`src/rtl/ucdp_pkg.sv`:
```
// ----------------------------------------------------------------------------
// ucdp_pkg
// Types, descriptor codes and commit helpers for the descriptor parser.
// ----------------------------------------------------------------------------
package ucdp_pkg;

  localparam logic [7:0] DT_INTERFACE = 8'h04;
  localparam logic [7:0] DT_ENDPOINT  = 8'h05;
  localparam logic [7:0] DT_HID       = 8'h21;
  localparam logic [7:0] DT_SS_COMP   = 8'h30;
  localparam logic [7:0] CLASS_HID    = 8'h03;
  localparam logic [7:0] CLASS_MSC    = 8'h08;
  localparam logic [7:0] SUB_SCSI     = 8'h06;
  localparam logic [7:0] PROTO_BOT    = 8'h50;
  localparam logic [7:0] SUB_BOOT     = 8'h01;
  localparam logic [7:0] PROTO_KBD    = 8'h01;
  localparam logic [1:0] XFER_BULK    = 2'd2;
  localparam logic [1:0] XFER_INT     = 2'd3;
  localparam logic [3:0] MIN_BYTES    = 4'd9;

  localparam logic [1:0] KIND_KBD      = 2'd0;
  localparam logic [1:0] KIND_MOUSE    = 2'd1;
  localparam logic [1:0] KIND_BULK_IN  = 2'd2;
  localparam logic [1:0] KIND_BULK_OUT = 2'd3;

  typedef enum logic [1:0] {EK_NONE, EK_HID, EK_BIN, EK_BOUT} ep_kind_t;

  typedef struct packed {
    logic        present;
    logic        has_ep;
    logic        boot;
    logic        is_kbd;
    logic [7:0]  iface;
    logic [7:0]  alt;
    logic [4:0]  ep;
    logic [7:0]  interval;
    logic [7:0]  burst;
    logic [1:0]  mult;
    logic [10:0] mps;
    logic [15:0] rlen;
    logic [15:0] esit;
  } hid_cand_t;

  typedef struct packed {
    logic        present;
    logic        has_in;
    logic        has_out;
    logic [7:0]  iface;
    logic [7:0]  alt;
    logic [4:0]  ep_in;
    logic [4:0]  ep_out;
    logic [7:0]  burst_in;
    logic [7:0]  burst_out;
    logic [10:0] mps_in;
    logic [10:0] mps_out;
  } stor_cand_t;

  typedef struct packed {
    logic        found;
    logic        boot;
    logic [7:0]  iface;
    logic [7:0]  alt;
    logic [4:0]  ep;
    logic [4:0]  ep_out;
    logic [7:0]  burst;
    logic [7:0]  burst_out;
    logic [1:0]  mult;
    logic [7:0]  interval;
    logic [10:0] mps;
    logic [10:0] mps_out;
    logic [15:0] esit;
    logic [15:0] rlen;
  } rec_t;

  typedef rec_t [2:0] recs_t;

  typedef struct packed {
    logic [1:0]  func_kind;
    logic        last_result;
    logic [7:0]  iface_num;
    logic [7:0]  alt_num;
    logic [4:0]  endpoint_index;
    logic [10:0] pkt_size;
    logic [7:0]  burst_size;
    logic [1:0]  mult;
    logic [15:0] esit_payload;
    logic [7:0]  poll_interval;
    logic [15:0] report_length;
    logic        boot_class;
  } res_t;

  typedef struct packed {
    logic           load;
    res_t [3:0]     res;
  } fin_t;

  function automatic logic may_replace(rec_t r, logic [7:0] iface, logic [7:0] alt);
    return !r.found || (iface == r.iface && alt == 8'd0 && r.alt != 8'd0);
  endfunction

  function automatic recs_t commit_all(hid_cand_t h, stor_cand_t s, recs_t r);
    recs_t o;
    rec_t  n;
    o = r;
    n = '0;
    n.found = 1'b1;
    n.iface = h.iface;
    n.alt = h.alt;
    n.ep = h.ep;
    n.mps = h.mps;
    n.interval = h.interval;
    n.rlen = h.rlen;
    n.burst = h.burst;
    n.mult = h.mult;
    n.esit = h.esit;
    n.boot = h.boot;
    if (h.present && h.has_ep) begin
      if (h.is_kbd) begin
        if (may_replace(o[0], h.iface, h.alt)) o[0] = n;
      end else begin
        if (may_replace(o[1], h.iface, h.alt)) o[1] = n;
      end
    end
    n = '0;
    n.found = 1'b1;
    n.iface = s.iface;
    n.alt = s.alt;
    n.ep = s.ep_in;
    n.ep_out = s.ep_out;
    n.mps = s.mps_in;
    n.mps_out = s.mps_out;
    n.burst = s.burst_in;
    n.burst_out = s.burst_out;
    if (s.present && s.has_in && s.has_out && may_replace(o[2], s.iface, s.alt)) o[2] = n;
    return o;
  endfunction

  function automatic res_t put_result(logic [1:0] kind, rec_t r);
    res_t o;
    logic hid;
    logic sout;
    hid = (kind == KIND_KBD) || (kind == KIND_MOUSE);
    sout = (kind == KIND_BULK_OUT);
    o = '0;
    o.func_kind = kind;
    o.last_result = sout;
    if (r.found) begin
      o.iface_num = r.iface;
      o.alt_num = r.alt;
      o.endpoint_index = sout ? r.ep_out : r.ep;
      o.pkt_size = sout ? r.mps_out : r.mps;
      o.burst_size = sout ? r.burst_out : r.burst;
      if (hid) begin
        o.mult = r.mult;
        o.esit_payload = r.esit;
        o.poll_interval = r.interval;
        o.report_length = r.rlen;
        o.boot_class = r.boot;
      end
    end
    return o;
  endfunction

endpackage

```
`src/rtl/ucdp_desc_if.sv`:
```
// ----------------------------------------------------------------------------
// ucdp_desc_if
// Valid/ready channel for descriptor bytes.
// ----------------------------------------------------------------------------
interface ucdp_desc_if;
  logic       valid;
  logic       ready;
  logic [7:0] data_byte;
  logic       last_byte;
  modport source(output valid, data_byte, last_byte, input ready);
  modport sink(input valid, data_byte, last_byte, output ready);
endinterface

```
`src/rtl/ucdp_func_if.sv`:
```
// ----------------------------------------------------------------------------
// ucdp_func_if
// Valid/ready channel carrying one function record per request.
// ----------------------------------------------------------------------------
interface ucdp_func_if;
  logic        valid;
  logic        ready;
  logic [1:0]  func_kind;
  logic        last_result;
  logic [7:0]  iface_num;
  logic [7:0]  alt_num;
  logic [4:0]  endpoint_index;
  logic [10:0] pkt_size;
  logic [7:0]  burst_size;
  logic [1:0]  mult;
  logic [15:0] esit_payload;
  logic [7:0]  poll_interval;
  logic [15:0] report_length;
  logic        boot_class;
  modport source(output valid, func_kind, last_result, iface_num, alt_num,
                 endpoint_index, pkt_size, burst_size, mult, esit_payload,
                 poll_interval, report_length, boot_class, input ready);
  modport sink(input valid, func_kind, last_result, iface_num, alt_num,
               endpoint_index, pkt_size, burst_size, mult, esit_payload,
               poll_interval, report_length, boot_class, output ready);
endinterface

```
`src/rtl/ucdp_parser.sv`:
```
// ----------------------------------------------------------------------------
// ucdp_parser
// Record walker, candidate tracking and commit; builds the four results.
// ----------------------------------------------------------------------------
module ucdp_parser (
  input  logic               clk,
  input  logic               rst,
  ucdp_desc_if.sink          desc,
  input  logic               out_busy,
  output ucdp_pkg::fin_t     fin
);

  logic [3:0]            cnt, cnt_next;
  logic [7:0]            pos, pos_next;
  logic [7:0]            len, len_next;
  logic [8:0][7:0]       rb, rb_next;
  logic                  stopped, stopped_next;
  ucdp_pkg::ep_kind_t    lek, lek_next;
  ucdp_pkg::hid_cand_t   hc, hc_next;
  ucdp_pkg::stor_cand_t  sc, sc_next;
  ucdp_pkg::recs_t       recs, recs_next;
  logic                  fin_pend, fin_pend_next;

  logic                  fire;
  logic [8:0][7:0]       b;
  logic [10:0]           mps;
  logic                  dir_in;
  ucdp_pkg::recs_t       r;

  assign desc.ready = !fin_pend;
  assign fire = desc.valid && desc.ready;

  always_comb begin
    cnt_next = cnt;
    pos_next = pos;
    len_next = len;
    rb_next = rb;
    stopped_next = stopped;
    lek_next = lek;
    hc_next = hc;
    sc_next = sc;
    recs_next = recs;
    fin_pend_next = fin_pend;
    fin = '0;
    b = rb;
    mps = {b[5][2:0], b[4]};
    dir_in = b[2][7];
    r = '0;
    if (fire) begin
      if (cnt != ucdp_pkg::MIN_BYTES) cnt_next = cnt + 4'd1;
      if (!stopped) begin
        if (pos == 8'd0) begin
          if (desc.data_byte < 8'd2) begin
            stopped_next = 1'b1;
          end else begin
            rb_next = '0;
            rb_next[0] = desc.data_byte;
            len_next = desc.data_byte;
            pos_next = 8'd1;
          end
        end else begin
          if (pos < 8'd9) b[pos[3:0]] = desc.data_byte;
          mps = {b[5][2:0], b[4]};
          dir_in = b[2][7];
          rb_next = b;
          pos_next = pos + 8'd1;
          if (pos + 8'd1 == len) begin
            pos_next = 8'd0;
            if (b[1] == ucdp_pkg::DT_INTERFACE && len >= 8'd9) begin
              recs_next = ucdp_pkg::commit_all(hc, sc, recs);
              hc_next = '0;
              sc_next = '0;
              lek_next = ucdp_pkg::EK_NONE;
              if (b[5] == ucdp_pkg::CLASS_HID) begin
                hc_next.present = 1'b1;
                hc_next.iface = b[2];
                hc_next.alt = b[3];
                hc_next.boot = (b[6] == ucdp_pkg::SUB_BOOT);
                hc_next.is_kbd = (b[7] == ucdp_pkg::PROTO_KBD);
              end else if (b[5] == ucdp_pkg::CLASS_MSC && b[6] == ucdp_pkg::SUB_SCSI &&
                           b[7] == ucdp_pkg::PROTO_BOT) begin
                sc_next.present = 1'b1;
                sc_next.iface = b[2];
                sc_next.alt = b[3];
              end
            end else if (b[1] == ucdp_pkg::DT_HID && hc.present && len >= 8'd9) begin
              hc_next.rlen = {b[8], b[7]};
            end else if (b[1] == ucdp_pkg::DT_ENDPOINT && len >= 8'd7) begin
              lek_next = ucdp_pkg::EK_NONE;
              if (hc.present && dir_in && b[3][1:0] == ucdp_pkg::XFER_INT && !hc.has_ep) begin
                hc_next.ep = {b[2][3:0], 1'b1};
                hc_next.mps = mps;
                hc_next.interval = b[6];
                hc_next.has_ep = 1'b1;
                hc_next.burst = 8'd0;
                hc_next.mult = 2'd0;
                hc_next.esit = {5'd0, mps};
                lek_next = ucdp_pkg::EK_HID;
              end else if (sc.present && b[3][1:0] == ucdp_pkg::XFER_BULK) begin
                if (dir_in && !sc.has_in) begin
                  sc_next.ep_in = {b[2][3:0], 1'b1};
                  sc_next.mps_in = mps;
                  sc_next.has_in = 1'b1;
                  lek_next = ucdp_pkg::EK_BIN;
                end else if (!dir_in && !sc.has_out) begin
                  sc_next.ep_out = {b[2][3:0], 1'b0};
                  sc_next.mps_out = mps;
                  sc_next.has_out = 1'b1;
                  lek_next = ucdp_pkg::EK_BOUT;
                end
              end
            end else if (b[1] == ucdp_pkg::DT_SS_COMP && hc.present &&
                         lek == ucdp_pkg::EK_HID && hc.has_ep && len >= 8'd6) begin
              hc_next.burst = b[2];
              hc_next.mult = b[3][1:0];
              hc_next.esit = {b[5], b[4]};
            end else if (b[1] == ucdp_pkg::DT_SS_COMP && sc.present && len >= 8'd6) begin
              if (lek == ucdp_pkg::EK_BIN) sc_next.burst_in = b[2];
              else if (lek == ucdp_pkg::EK_BOUT) sc_next.burst_out = b[2];
            end
          end
        end
      end
      if (desc.last_byte) fin_pend_next = 1'b1;
    end
    if (fin_pend && !out_busy) begin
      if (cnt >= ucdp_pkg::MIN_BYTES) r = ucdp_pkg::commit_all(hc, sc, recs);
      fin.load = 1'b1;
      fin.res[0] = ucdp_pkg::put_result(ucdp_pkg::KIND_KBD, r[0]);
      fin.res[1] = ucdp_pkg::put_result(ucdp_pkg::KIND_MOUSE, r[1]);
      fin.res[2] = ucdp_pkg::put_result(ucdp_pkg::KIND_BULK_IN, r[2]);
      fin.res[3] = ucdp_pkg::put_result(ucdp_pkg::KIND_BULK_OUT, r[2]);
      cnt_next = '0;
      pos_next = '0;
      len_next = '0;
      rb_next = '0;
      stopped_next = 1'b0;
      lek_next = ucdp_pkg::EK_NONE;
      hc_next = '0;
      sc_next = '0;
      recs_next = '0;
      fin_pend_next = 1'b0;
    end
  end

  always_ff @(posedge clk) begin
    if (rst) begin
      cnt <= '0;
      pos <= '0;
      len <= '0;
      rb <= '0;
      stopped <= 1'b0;
      lek <= ucdp_pkg::EK_NONE;
      hc <= '0;
      sc <= '0;
      recs <= '0;
      fin_pend <= 1'b0;
    end else begin
      cnt <= cnt_next;
      pos <= pos_next;
      len <= len_next;
      rb <= rb_next;
      stopped <= stopped_next;
      lek <= lek_next;
      hc <= hc_next;
      sc <= sc_next;
      recs <= recs_next;
      fin_pend <= fin_pend_next;
    end
  end

endmodule

```
`src/rtl/ucdp_out_buf.sv`:
```
// ----------------------------------------------------------------------------
// ucdp_out_buf
// Holds the four function records and hands them out in order.
// ----------------------------------------------------------------------------
module ucdp_out_buf (
  input  logic              clk,
  input  logic              rst,
  input  ucdp_pkg::fin_t    fin,
  output logic              busy,
  ucdp_func_if.source       func
);

  ucdp_pkg::res_t [3:0] held;
  logic [1:0]           idx;
  ucdp_pkg::res_t       cur;

  assign cur = held[idx];
  assign func.valid = busy;
  assign func.func_kind = cur.func_kind;
  assign func.last_result = cur.last_result;
  assign func.iface_num = cur.iface_num;
  assign func.alt_num = cur.alt_num;
  assign func.endpoint_index = cur.endpoint_index;
  assign func.pkt_size = cur.pkt_size;
  assign func.burst_size = cur.burst_size;
  assign func.mult = cur.mult;
  assign func.esit_payload = cur.esit_payload;
  assign func.poll_interval = cur.poll_interval;
  assign func.report_length = cur.report_length;
  assign func.boot_class = cur.boot_class;

  always_ff @(posedge clk) begin
    if (rst) begin
      busy <= 1'b0;
      idx <= '0;
    end else if (fin.load) begin
      busy <= 1'b1;
      idx <= '0;
    end else if (busy && func.ready) begin
      if (idx == 2'd3) busy <= 1'b0;
      idx <= idx + 2'd1;
    end
  end

  always_ff @(posedge clk) begin
    if (fin.load) held <= fin.res;
  end

endmodule

```
`src/rtl/usb_config_descriptor_parser_core.sv`:
```
// ----------------------------------------------------------------------------
// usb_config_descriptor_parser_core
// Walks a configuration descriptor set and reports keyboard, mouse and
// storage bulk endpoints as four records per run.
// ----------------------------------------------------------------------------
//  channel | dir | request
//  desc    | in  | one descriptor byte, last_byte marks the end of the set
//  func    | out | one function record, four per set
//
//  A byte is taken every cycle that ready is high; its record fields are parsed
//  in the same cycle it is taken. After the last byte, ready drops while the
//  four records are committed, and stays low while the previous four still wait.
//  The records then leave one per cycle that func.ready is high.
//  Synchronous reset clears all parse state and the output queue.
module usb_config_descriptor_parser_core (
  input  logic        clk,
  input  logic        rst,
  ucdp_desc_if.sink   desc,
  ucdp_func_if.source func
);

  ucdp_pkg::fin_t fin;
  logic           busy;

  ucdp_parser u_parser (
    .clk      (clk),
    .rst      (rst),
    .desc     (desc),
    .out_busy (busy),
    .fin      (fin)
  );

  ucdp_out_buf u_out (
    .clk  (clk),
    .rst  (rst),
    .fin  (fin),
    .busy (busy),
    .func (func)
  );

endmodule

```
`src/flat_wrapper.sv`:
```
// flat-port wrapper written by rule: the top's interface ports become plain ports
module usb_config_descriptor_parser_core_flat 
  (clk, rst, desc_valid, desc_data_byte, desc_last_byte, desc_ready, func_valid, func_func_kind, func_last_result, func_iface_num, func_alt_num, func_endpoint_index, func_pkt_size, func_burst_size, func_mult, func_esit_payload, func_poll_interval, func_report_length, func_boot_class, func_ready);
  ucdp_desc_if desc_i ();
  ucdp_func_if func_i ();
  input  logic clk;
  input  logic rst;
  input wire logic [$bits(desc_i.valid)-1:0] desc_valid;
  input wire logic [$bits(desc_i.data_byte)-1:0] desc_data_byte;
  input wire logic [$bits(desc_i.last_byte)-1:0] desc_last_byte;
  output wire logic [$bits(desc_i.ready)-1:0] desc_ready;
  output wire logic [$bits(func_i.valid)-1:0] func_valid;
  output wire logic [$bits(func_i.func_kind)-1:0] func_func_kind;
  output wire logic [$bits(func_i.last_result)-1:0] func_last_result;
  output wire logic [$bits(func_i.iface_num)-1:0] func_iface_num;
  output wire logic [$bits(func_i.alt_num)-1:0] func_alt_num;
  output wire logic [$bits(func_i.endpoint_index)-1:0] func_endpoint_index;
  output wire logic [$bits(func_i.pkt_size)-1:0] func_pkt_size;
  output wire logic [$bits(func_i.burst_size)-1:0] func_burst_size;
  output wire logic [$bits(func_i.mult)-1:0] func_mult;
  output wire logic [$bits(func_i.esit_payload)-1:0] func_esit_payload;
  output wire logic [$bits(func_i.poll_interval)-1:0] func_poll_interval;
  output wire logic [$bits(func_i.report_length)-1:0] func_report_length;
  output wire logic [$bits(func_i.boot_class)-1:0] func_boot_class;
  input wire logic [$bits(func_i.ready)-1:0] func_ready;
  assign desc_i.valid = desc_valid;
  assign desc_i.data_byte = desc_data_byte;
  assign desc_i.last_byte = desc_last_byte;
  assign desc_ready = desc_i.ready;
  assign func_valid = func_i.valid;
  assign func_func_kind = func_i.func_kind;
  assign func_last_result = func_i.last_result;
  assign func_iface_num = func_i.iface_num;
  assign func_alt_num = func_i.alt_num;
  assign func_endpoint_index = func_i.endpoint_index;
  assign func_pkt_size = func_i.pkt_size;
  assign func_burst_size = func_i.burst_size;
  assign func_mult = func_i.mult;
  assign func_esit_payload = func_i.esit_payload;
  assign func_poll_interval = func_i.poll_interval;
  assign func_report_length = func_i.report_length;
  assign func_boot_class = func_i.boot_class;
  assign func_i.ready = func_ready;
  usb_config_descriptor_parser_core u_core (.clk(clk), .rst(rst), .desc(desc_i), .func(func_i));
endmodule
```
`config.mk`:
```
export PLATFORM = sky130hd
export DESIGN_NAME = usb_config_descriptor_parser_core_flat
export DESIGN_NICKNAME = d
export VERILOG_FILES = /design/src/rtl/ucdp_pkg.sv /design/src/rtl/ucdp_desc_if.sv /design/src/rtl/ucdp_func_if.sv /design/src/rtl/ucdp_parser.sv /design/src/rtl/ucdp_out_buf.sv /design/src/rtl/usb_config_descriptor_parser_core.sv /design/src/flat_wrapper.sv
export SDC_FILE = /design/constraint.sdc
export NUM_CORES = 1
export LEC_CHECK = 0
export BUFFER_PORTS_ARGS = -buffer_cell sky130_fd_sc_hd__buf_4
export CAP_MARGIN = 20
export CORE_MARGIN = 5
export CORE_UTILIZATION = 35
export DETAILED_ROUTE_END_ITERATION = 10
export SYNTH_ARGS = -nofsm -noshare
export SYNTH_HDL_FRONTEND = slang
export SYNTH_SLANG_ARGS = --single-unit
```
`constraint.sdc`:
```
create_clock -name clk -period 13 [get_ports clk]
set_input_delay 2.6 -clock clk [delete_from_list [all_inputs] [get_ports clk]]
set_output_delay 2.6 -clock clk [all_outputs]
set_load 0.02 [all_outputs]
```
======== Word level (Yosys, flattened, before mapping) ========
Index checks and enable logic that the tools add are counted.
storage, ports and cells
  output and inout port bits .............. 88
  input port bits ......................... 13
  register bits ........................... 904
  word-level logic and storage cells ...... 346
operators by class
  bitwise logic cells ..................... 3
  reduce and logical (&&, ||, !) cells .... 82
  equality and inequality tests ........... 30
  add/subtract/negate cells ............... 3
  multiplexer cells ....................... 90
  $lt $le $gt $ge ......................... 9
operator list
  cell                                                  count
  two-way mux 324 bit                                   2
  two-way mux 108 bit                                   5
  two-way mux 72 bit                                    6
  two-way mux 345 bit                                   1
  two-way mux 216 bit                                   1
  binary-select mux 86 bit (select 2 bit)               1
  two-way mux 83 bit                                    2
  two-way mux 16 bit                                    10
  two-way mux 48 bit                                    2
  two-way mux 86 bit                                    1
  two-way mux 40 bit                                    2
  bitwise mux 72 bit                                    1
  two-way mux 34 bit                                    2
  two-way mux 22 bit                                    3
  two-way mux 66 bit                                    1
  two-way mux 8 bit                                     7
  two-way mux 10 bit                                    5
  two-way mux 11 bit                                    4
  demux 8 bit (select 4 bit)                            1
  equality test 8 bit                                   4
  logical AND 1 bit                                     32
  equality test 8 x 3 -> 1 bit (second input constant)  3
  zero test 8 bit                                       3
  two-way mux 2 bit                                     12
  41 further kinds                                      106

======== Logic depth before layout (Yosys ltp) ========
Gate-level depths: netlist of the first run.
  depth after elaboration ................. 18
  gate-level depth with buffers ........... 12
  gate-level depth less buffers ........... 9

======== Modules after synthesis ========
A second synthesis of the first run with hierarchy kept.
unflattened totals
  cell total of the unflattened synthesis .. 3,235
  area total of the unflattened synthesis .. 35,151.2 µm²
modules (own cells, without submodules)
  module        cells an instance  area each (µm²)  sequential area each (µm²)  instances
  ucdp_parser   2,771              22,579.2         9,429.0                     1
  ucdp_out_buf  464                12,572.1         10,390.0                    1

======== Worst setup path after synthesis of the first run ========
Ideal clock, no wire load.
  path type ............................... register to register
  from .................................... reg u_core.u_parser.fin_pend
  to ...................................... reg u_core.u_parser.pos[6]
  period minus slack after synthesis ...... 12,482 ps
  arrival ................................. 12,365 ps
  stages on the path, launching flop included .. 8
  buffers on the path ..................... 3
  slack ................................... 518 ps
  data required time ...................... 12,883 ps
  setup time .............................. 117 ps
  path through ............................ dfxtp_1 inv_1 nor2_1 nor2_1 clkbuf_1 clkbuf_1 buf_1 a32o_1
on the way
  word-level cells in the longest chain between the ends .. 3
  elaborated cells on any way between the ends .. 5
  those cells by class .................... reduce/logical: 5
RTL lines
  item                                  line                RTL
  start: declaration                    ucdp_parser.sv:22   logic fin_pend, fin_pend_next;
  start signal: assignment              ucdp_parser.sv:168  fin_pend <= fin_pend_next;
  zero test 1 bit                       ucdp_parser.sv:30   assign desc.ready = !fin_pend;
  named net desc_ready                  flat_wrapper.sv:11  output wire logic [$bits(desc_i.ready)-1:0] desc_ready;
  logical AND 1 bit                     ucdp_parser.sv:31   assign fire = desc.valid && desc.ready;
  AND reduction 3 bit (no source line)  -
  end signal: assignment                ucdp_parser.sv:160  pos <= pos_next;
  end: declaration                      ucdp_parser.sv:14   logic [7:0] pos, pos_next;
The timed path passes the listed nets, and every way through them passes these cells.
A chain may end at the register's enable or synchronous reset.

======== Final worst setup path of the first run ========
  from .................................... reg u_core.u_out.idx[0]
  to ...................................... out func_endpoint_index[2]
on the way
  word-level cells in the longest chain between the ends .. 2
RTL lines
  item                                      line                RTL
  start: declaration                        ucdp_out_buf.sv:14  logic [1:0] idx;
  start signal: assignment                  ucdp_out_buf.sv:41  idx <= idx + 2'd1;
  binary-select mux 86 bit (select 2 bit)   ucdp_out_buf.sv:17  assign cur = held[idx];
  two-way mux 86 bit (implied by the code)  ucdp_out_buf.sv:17
  end: declaration                          flat_wrapper.sv:17  output wire logic [$bits(func_i.endpoint_index)-1:0] func_endpoint_index;
No other way between the ends. The select of a mux whose other input is x is not followed.

==> results.yml, run 1 <==
worst_hold_path:
  hold_depth: 2
  hp-class: "flop to flop"
detailed_routing:
  wl_per_cell_um: 19.4
  ant_nets: 0
  viasPerCell: 5.20
  drc: 0
  dr_total_vias: 21700
  drt_iter0_markers: 1697
  wirelength_mm: 80.8
  drt_pass1_iterations: 6
clocking:
  htreeDepth: 3
  cts_setup_buffers: 0
  cts_hold_buf: 0
  cts_made_buffers: 76
  clkLatencyLatePin_ps: 620
  clk_pin_slew_ps: 60
  root_buffer: "clkbuf_16"
  tritoncts: "yes"
  clock_sinks: 705
  clockBufferDepth: 3
  cts.repair.resized: 0
final_layout:
  fillers: 8423
  drive_gt1_share_pct: 10.5
  area_delta_synth_final_pct: 13.8
  diodes: 0
  final_nets: 2983
  final_common_cell: "nor2_1"
  final_cell_mix: "501 x nor2_1, 472 x dfxtp_1, 434 x mux2i_1"
synth:
  yosysSeqAreaShare_pct: 54.4
  synth_cells: 2992
  synthArstFlopShare_pct: 0
  ys_types: 73
  syn-cell-area_um2: 30200
  ys.warnings.count: 0
  synth_seq_cells: 705
  synth_fp_nets: 3014
  synth_edf_count: 231
  syn_avg_cell_area_um2: 10.1
  yosys_most_used_dff: "dfxtp_1"
timing:
  max_clock_freq_mhz: 164
  timing.final.crit_share_pct: 46.9
  worstMarginPinSlew_ps: 1050
  finalClockSkew_ps: 25.4
  setup_viol: 0
  setup_ws_ps: 6910
  final_max_slew_viol_count: 0
  rsz0062_at_grt: "no"
  hold_violations: 0
  slew_headroom_pct: 29.7
  final.setup.tns_ps: 0
  min_period_ps: 6090
place:
  port_buffers: 100
  finalWeightedCongestion: 0.846
  hpwl_mm: 52.2
  post-place-ws_ps: 6900
critical_path:
  r2r_cells: 7
  crit_arrival_ps: 3490
  cp_max_fo: 43
  crit_path_end_kind: "primary output"
  crit_required_ps: 10400
  crit_type: "flop to primary output"
  cp-start-kind: "flop"
floorplan:
  die_area_um2: 92300
  dieWidth_um: 304
  die_y_um: 304
  initial_core_util_pct: 35.4
  core_area_um2: 85400
  top_level_ports: 101
  fp-row-count: 107
grt:
  antenna_found_initial: 1
  track_usage_pct: 16.9
  grt_pass1_vias: 20700
  overflow: 0
  grt_pass1_wl_mm: 125
  grt_max_degree: 174
power:
  peakVddDrop_uv: 98.0
  power_density_nw_per_um2: 136
  p_leak_nw: 12.8
job:
  drv_cap: 0
status:
  status: "finished clean"
-- flip-flops by register name, indices dropped and copies added, names as in the netlist --
name,flops
u_core.u_out.busy,1
u_core.u_out.held,231
u_core.u_out.idx,2
u_core.u_parser.cnt,4
u_core.u_parser.fin_pend,1
u_core.u_parser.hc,85
u_core.u_parser.lek,2
u_core.u_parser.len,8
u_core.u_parser.pos,8
u_core.u_parser.rb,64
u_core.u_parser.recs,233
u_core.u_parser.sc,65
u_core.u_parser.stopped,1
-- power by group --
part | switching (W) | internal (W) | total [W]
registers | 0.0000129 | 0.00229 | 0.00230
clock network | 0.000878 | 0.00127 | 0.00215
logic | 0.000155 | 0.0000528 | 0.000208
total | 0.00105 | 0.00362 | 0.00466
-- logic make-up (layout without fill, tap and decap cells) --
| group | Yosys count | in the layout | synth area share, % |
|---|---|---|---|
| adders and majority gates | 9 | 9 | 0.373 |
| AOI/OAI and AO/OA | 452 | 452 | 8.97 |
| muxes | 467 | 467 | 16.5 |
| and+or+nand+nor | 1055 | 1055 | 15.3 |
| xor gates and xnor gates | 35 | 35 | 1.01 |
| DFF | 705 | 705 | 54.4 |
| buffers and inverters | 269 | 297 | 3.45 |
-- path summary, 6_finish.rpt --
path                                           from                                endpoint  slack, ps
min reg2reg  u_core.u_parser.recs[301]$_SDFFE_PP0P_  u_core.u_parser.recs[301]$_SDFFE_PP0P_        450
max                u_core.u_out.idx[0]$_SDFFE_PP0P_                  func_endpoint_index[2]       6910
min          u_core.u_parser.recs[301]$_SDFFE_PP0P_  u_core.u_parser.recs[301]$_SDFFE_PP0P_        450
max reg2reg     u_core.u_parser.pos[0]$_SDFFE_PP0P_     u_core.u_parser.sc[52]$_SDFFE_PP0P_       8800
-- cell usage after synthesis, types with 31 or more instances --
cell type    n  share of area [%]
xor2_1      31               0.90
a21oi_1     45               0.75
dfxtp_1    474                 31
nor2_1     503                6.2
nand2_1    225                2.8
clkbuf_1   180                2.2
a22oi_1     46                1.1
o21ai_0    242                4.0
buf_1       47               0.58
edfxtp_1   231                 23
nand3_1    202                3.3
mux2i_1    434                 14
-- through the flow --
stage	hold WS [ps]	utilization [%]	instance area, um^2	cells	total power [W]
after detailed placement	442	37.3	31900	4027	0.00256
after CTS	451	40.3	34400	4164	0.00471
after global routing	480	40.3	34400	4164	0.00481
after global placement	437	37.3	31900	4027	0.00256
final	451	40.3	34400	4164	0.00466
after floorplan	426	-	30200	2992	0.00250
-- metal layers --
layer	vias to the layer above	wire length [um]	global-route usage, %
met1	10500	38500	24.4
met5	-	0	0
met2	472	36500	26.7
met3	111	3930	2.48
li1	10500	-	-
met4	0	1900	4.88
-- final cells by class --
type,count,area [um^2],area share (%)
Sequential cell,705,16400,47.8
Inverter,22,82.6,0.240
Multi-Input combinational cell,2018,12900,37.5
Clock buffer,122,2370,6.90
Tap cell,1144,1430,4.16
Clock inverter,15,131,0.382
Timing Repair Buffer,138,1050,3.05
-- worst max-delay path, cell delays in order (launching register included) --
cell and delay [ps]:
dfxtp_4 910, buf_4 600, buf_4 520, mux4_2 630, buf_4 190
Note: power is estimated with default switching activity, not from simulation.
==> inputs of run 2 (changes only) <==
- ABC_AREA: unset -> 1
- clock period: 13 -> 5.05 ns (I/O delays scaled with it)
==> run 2 against run 1 <==
- synthesized cell count increased by 61%
- first-iteration DRC count grew 44%
- combinational power increased to 4.1 times the previous value
- critical path depth rose by 13
- global-route usage rose by 2.2 points
- critical path type is now flop to flop
- largest cell class unchanged
==> results.yml, run 2 <==
floorplan:
  fp-row-count: 114
  initial_core_util_pct: 35.2
  die_area_um2: 103000
  dieWidth_um: 321
  top_level_ports: 101
  die_y_um: 321
  core_area_um2: 96400
timing:
  slew_headroom_pct: 33.7
  final.setup.tns_ps: 0
  rsz0062_at_grt: "no"
  final_max_slew_viol_count: 0
  setup_viol: 0
  fin_hold_ws_ps: 447
  timing.final.crit_share_pct: 76.5
  worstMarginPinSlew_ps: 992
  hold_violations: 0
  finalClockSkew_ps: 24.4
  max_clock_freq_mhz: 259
  min_period_ps: 3870
detailed_routing:
  drc: 0
  ant_nets: 0
  drt_iter0_markers: 2444
  wirelength_mm: 102
  drt_pass1_iterations: 5
  wl_per_cell_um: 16.7
  viasPerCell: 4.82
  dr_total_vias: 29400
final_layout:
  area_delta_synth_final_pct: 11.8
  top_regs: "u_core.u_parser.recs (233), u_core.u_out.held (231), u_core.u_parser.hc (85)"
  final_nets: 4780
  postLayoutCoreUtil_pct: 39.3
  drive_gt1_share_pct: 7.51
  largest_reg_flops: 233
  diodes: 0
  final_common_cell: "nand2_1"
  final_cell_mix: "1385 x nand2_1, 1072 x nor2_1, 489 x inv_1"
  design_area_um2: 37900
  largest-register: "u_core.u_parser.recs"
critical_path:
  reg2reg_to: "u_core.u_parser.recs[182]$_SDFFE_PP0P_"
  cp-start-kind: "flop"
  r2r_cells: 17
  rrSetupSlack_ps: 1180
  crit_required_ps: 5570
  rr_startpoint: "u_core.u_parser.pos[0]$_SDFFE_PP0P_"
  crit_path_end_kind: "flop"
  crit_arrival_ps: 4380
  crit_type: "flop to flop"
  cp_max_fo: 110
clocking:
  cts_made_buffers: 76
  cts.repair.resized: 0
  clock_sinks: 705
  clkLatencyLatePin_ps: 640
  cts_hold_buf: 0
  clk_pin_slew_ps: 60
  cts_setup_buffers: 0
  root_buffer: "clkbuf_16"
  clockBufferDepth: 3
  tritoncts: "yes"
  htreeDepth: 3
synth:
  synthTopCellsByCount: "1392 x nand2_1, 1076 x nor2_1, 493 x inv_1"
  yosysSeqAreaShare_pct: 48.4
  synth_fa_ha_area_share_pct: 0.332
  synth_edf_count: 231
  synth-simple-area-share_pct: 33.2
  synth_fp_nets: 4838
  synth_top_area_share_pct: 28.0
  ys_types: 45
  synthArstFlopShare_pct: 0
  synth_cells: 4816
  synth_xor_area_share_pct: 0.387
  synth_seq_cells: 705
  ys.warnings.count: 0
  yosysTopAreaCell: "dfxtp_1"
  yosysMostFrequentCell: "nand2_1"
  syn_avg_cell_area_um2: 7.04
  muxShareOfSynthArea_pct: 0
  yosys_most_used_dff: "dfxtp_1"
  synth_compound_area_share_pct: 7.83
  synth_top_family_by_area: "simple AND/OR/NAND/NOR gates"
  syn-cell-area_um2: 33900
  synth_area_leaders: "dfxtp_1 28%, edfxtp_1 20%, nand2_1 15%, nor2_1 12%, inv_1 5.5%"
worst_hold_path:
  min_to: "u_core.u_parser.recs[296]$_SDFFE_PP0P_"
  worstHoldStart: "u_core.u_parser.recs[296]$_SDFFE_PP0P_"
  hold_depth: 2
  hp-class: "flop to flop"
power:
  total_power_w: 0.0124
  power_density_nw_per_um2: 327
  p_leak_nw: 15.8
  peakVddDrop_uv: 236
place:
  placed_cell_area_um2: 35400
  port_buffers: 100
  hpwl_mm: 62.5
  finalWeightedCongestion: 0.865
grt:
  antenna_found_initial: 1
  track_usage_pct: 19.2
  grt_max_degree: 155
  grt_pass1_wl_mm: 157
  grt_pass1_vias: 27100
  overflow: 0
status:
  status: "finished clean"
job:
  drv_cap: 0
run 2: cell type report:
| type | count | area (um^2) |
|---|---|---|
| inverters | 511 | 1940 |
| fillers | 10100 | 58500 |
| repair buffers | 146 | 1210 |
| multi-input cells | 3318 | 14300 |
| flip-flops and latches | 705 | 16400 |
| clock inverters | 17 | 164 |
| well taps | 1276 | 1600 |
| clock buffers | 125 | 2330 |
run 2: routing by layer:
metal	vias to the layer above	share of wire (%)	global-route usage (%)	wire length (um)
li1	14800	-	-	-
met1	13700	44	25.4	44900
met2	743	48	32.6	48500
met3	117	6.1	3.32	6210
met4	0	2.1	4.87	2150
met5	-	0	0	0
run 2: worst max-delay path, stage by stage (launching register included):
cell     delay (ps)
dfxtp_1         490
inv_1           220
ha_1            290
nand2_1          90
nand2_2          90
nand2_4         170
nand2_1          80
nand2_2         120
inv_2            60
nor2_4          110
nand3_1         120
nor2_4          390
nand3_4         230
inv_8           530
buf_4           430
nand2_1         100
nand2_1          60
nor2_1           50
run 2: worst max-delay path by stage:
stage / from / end
after floorplan: u_core.u_parser.fin_pend$_SDFFE_PP0P_ / u_core.u_parser.sc[12]$_SDFFE_PP0P_
after global placement: desc_data_byte[5] / u_core.u_parser.recs[254]$_SDFFE_PP0P_
after detailed placement: desc_data_byte[5] / u_core.u_parser.recs[265]$_SDFFE_PP0P_
after CTS: u_core.u_out.idx[1]$_SDFFE_PP0P_ / func_esit_payload[8]
after global routing: u_core.u_parser.pos[0]$_SDFFE_PP0P_ / u_core.u_parser.recs[180]$_SDFFE_PP0P_
final: u_core.u_parser.pos[0]$_SDFFE_PP0P_ / u_core.u_parser.recs[182]$_SDFFE_PP0P_
run 2: report_power, final:
part / internal (W) / leakage (nW) / switching, W
registers: 0.00593 / 6.13 / 0.0000288
logic: 0.000219 / 8.48 / 0.000635
clock network: 0.00327 / 1.22 / 0.00233
run 2: kinds of logic (layout without fill, tap and decap cells):
group,count (synthesis),count (layout)
AOI/OAI and AO/OA,496,496
xor gates and xnor gates,15,15
adders and majority gates,9,9
buffers and inverters,793,799
DFF,705,705
and+or+nand+nor,2798,2798
run 2: through the flow:
| stage | setup slack [ps] | std cells |
|---|---|---|
| finish | 1180 | 6098 |
| global route | 875 | 6098 |
| CTS | 1180 | 6098 |
| detailed placement | 1110 | 5956 |
| global placement | 1220 | 5956 |
| floorplan | -6.81 | 4816 |
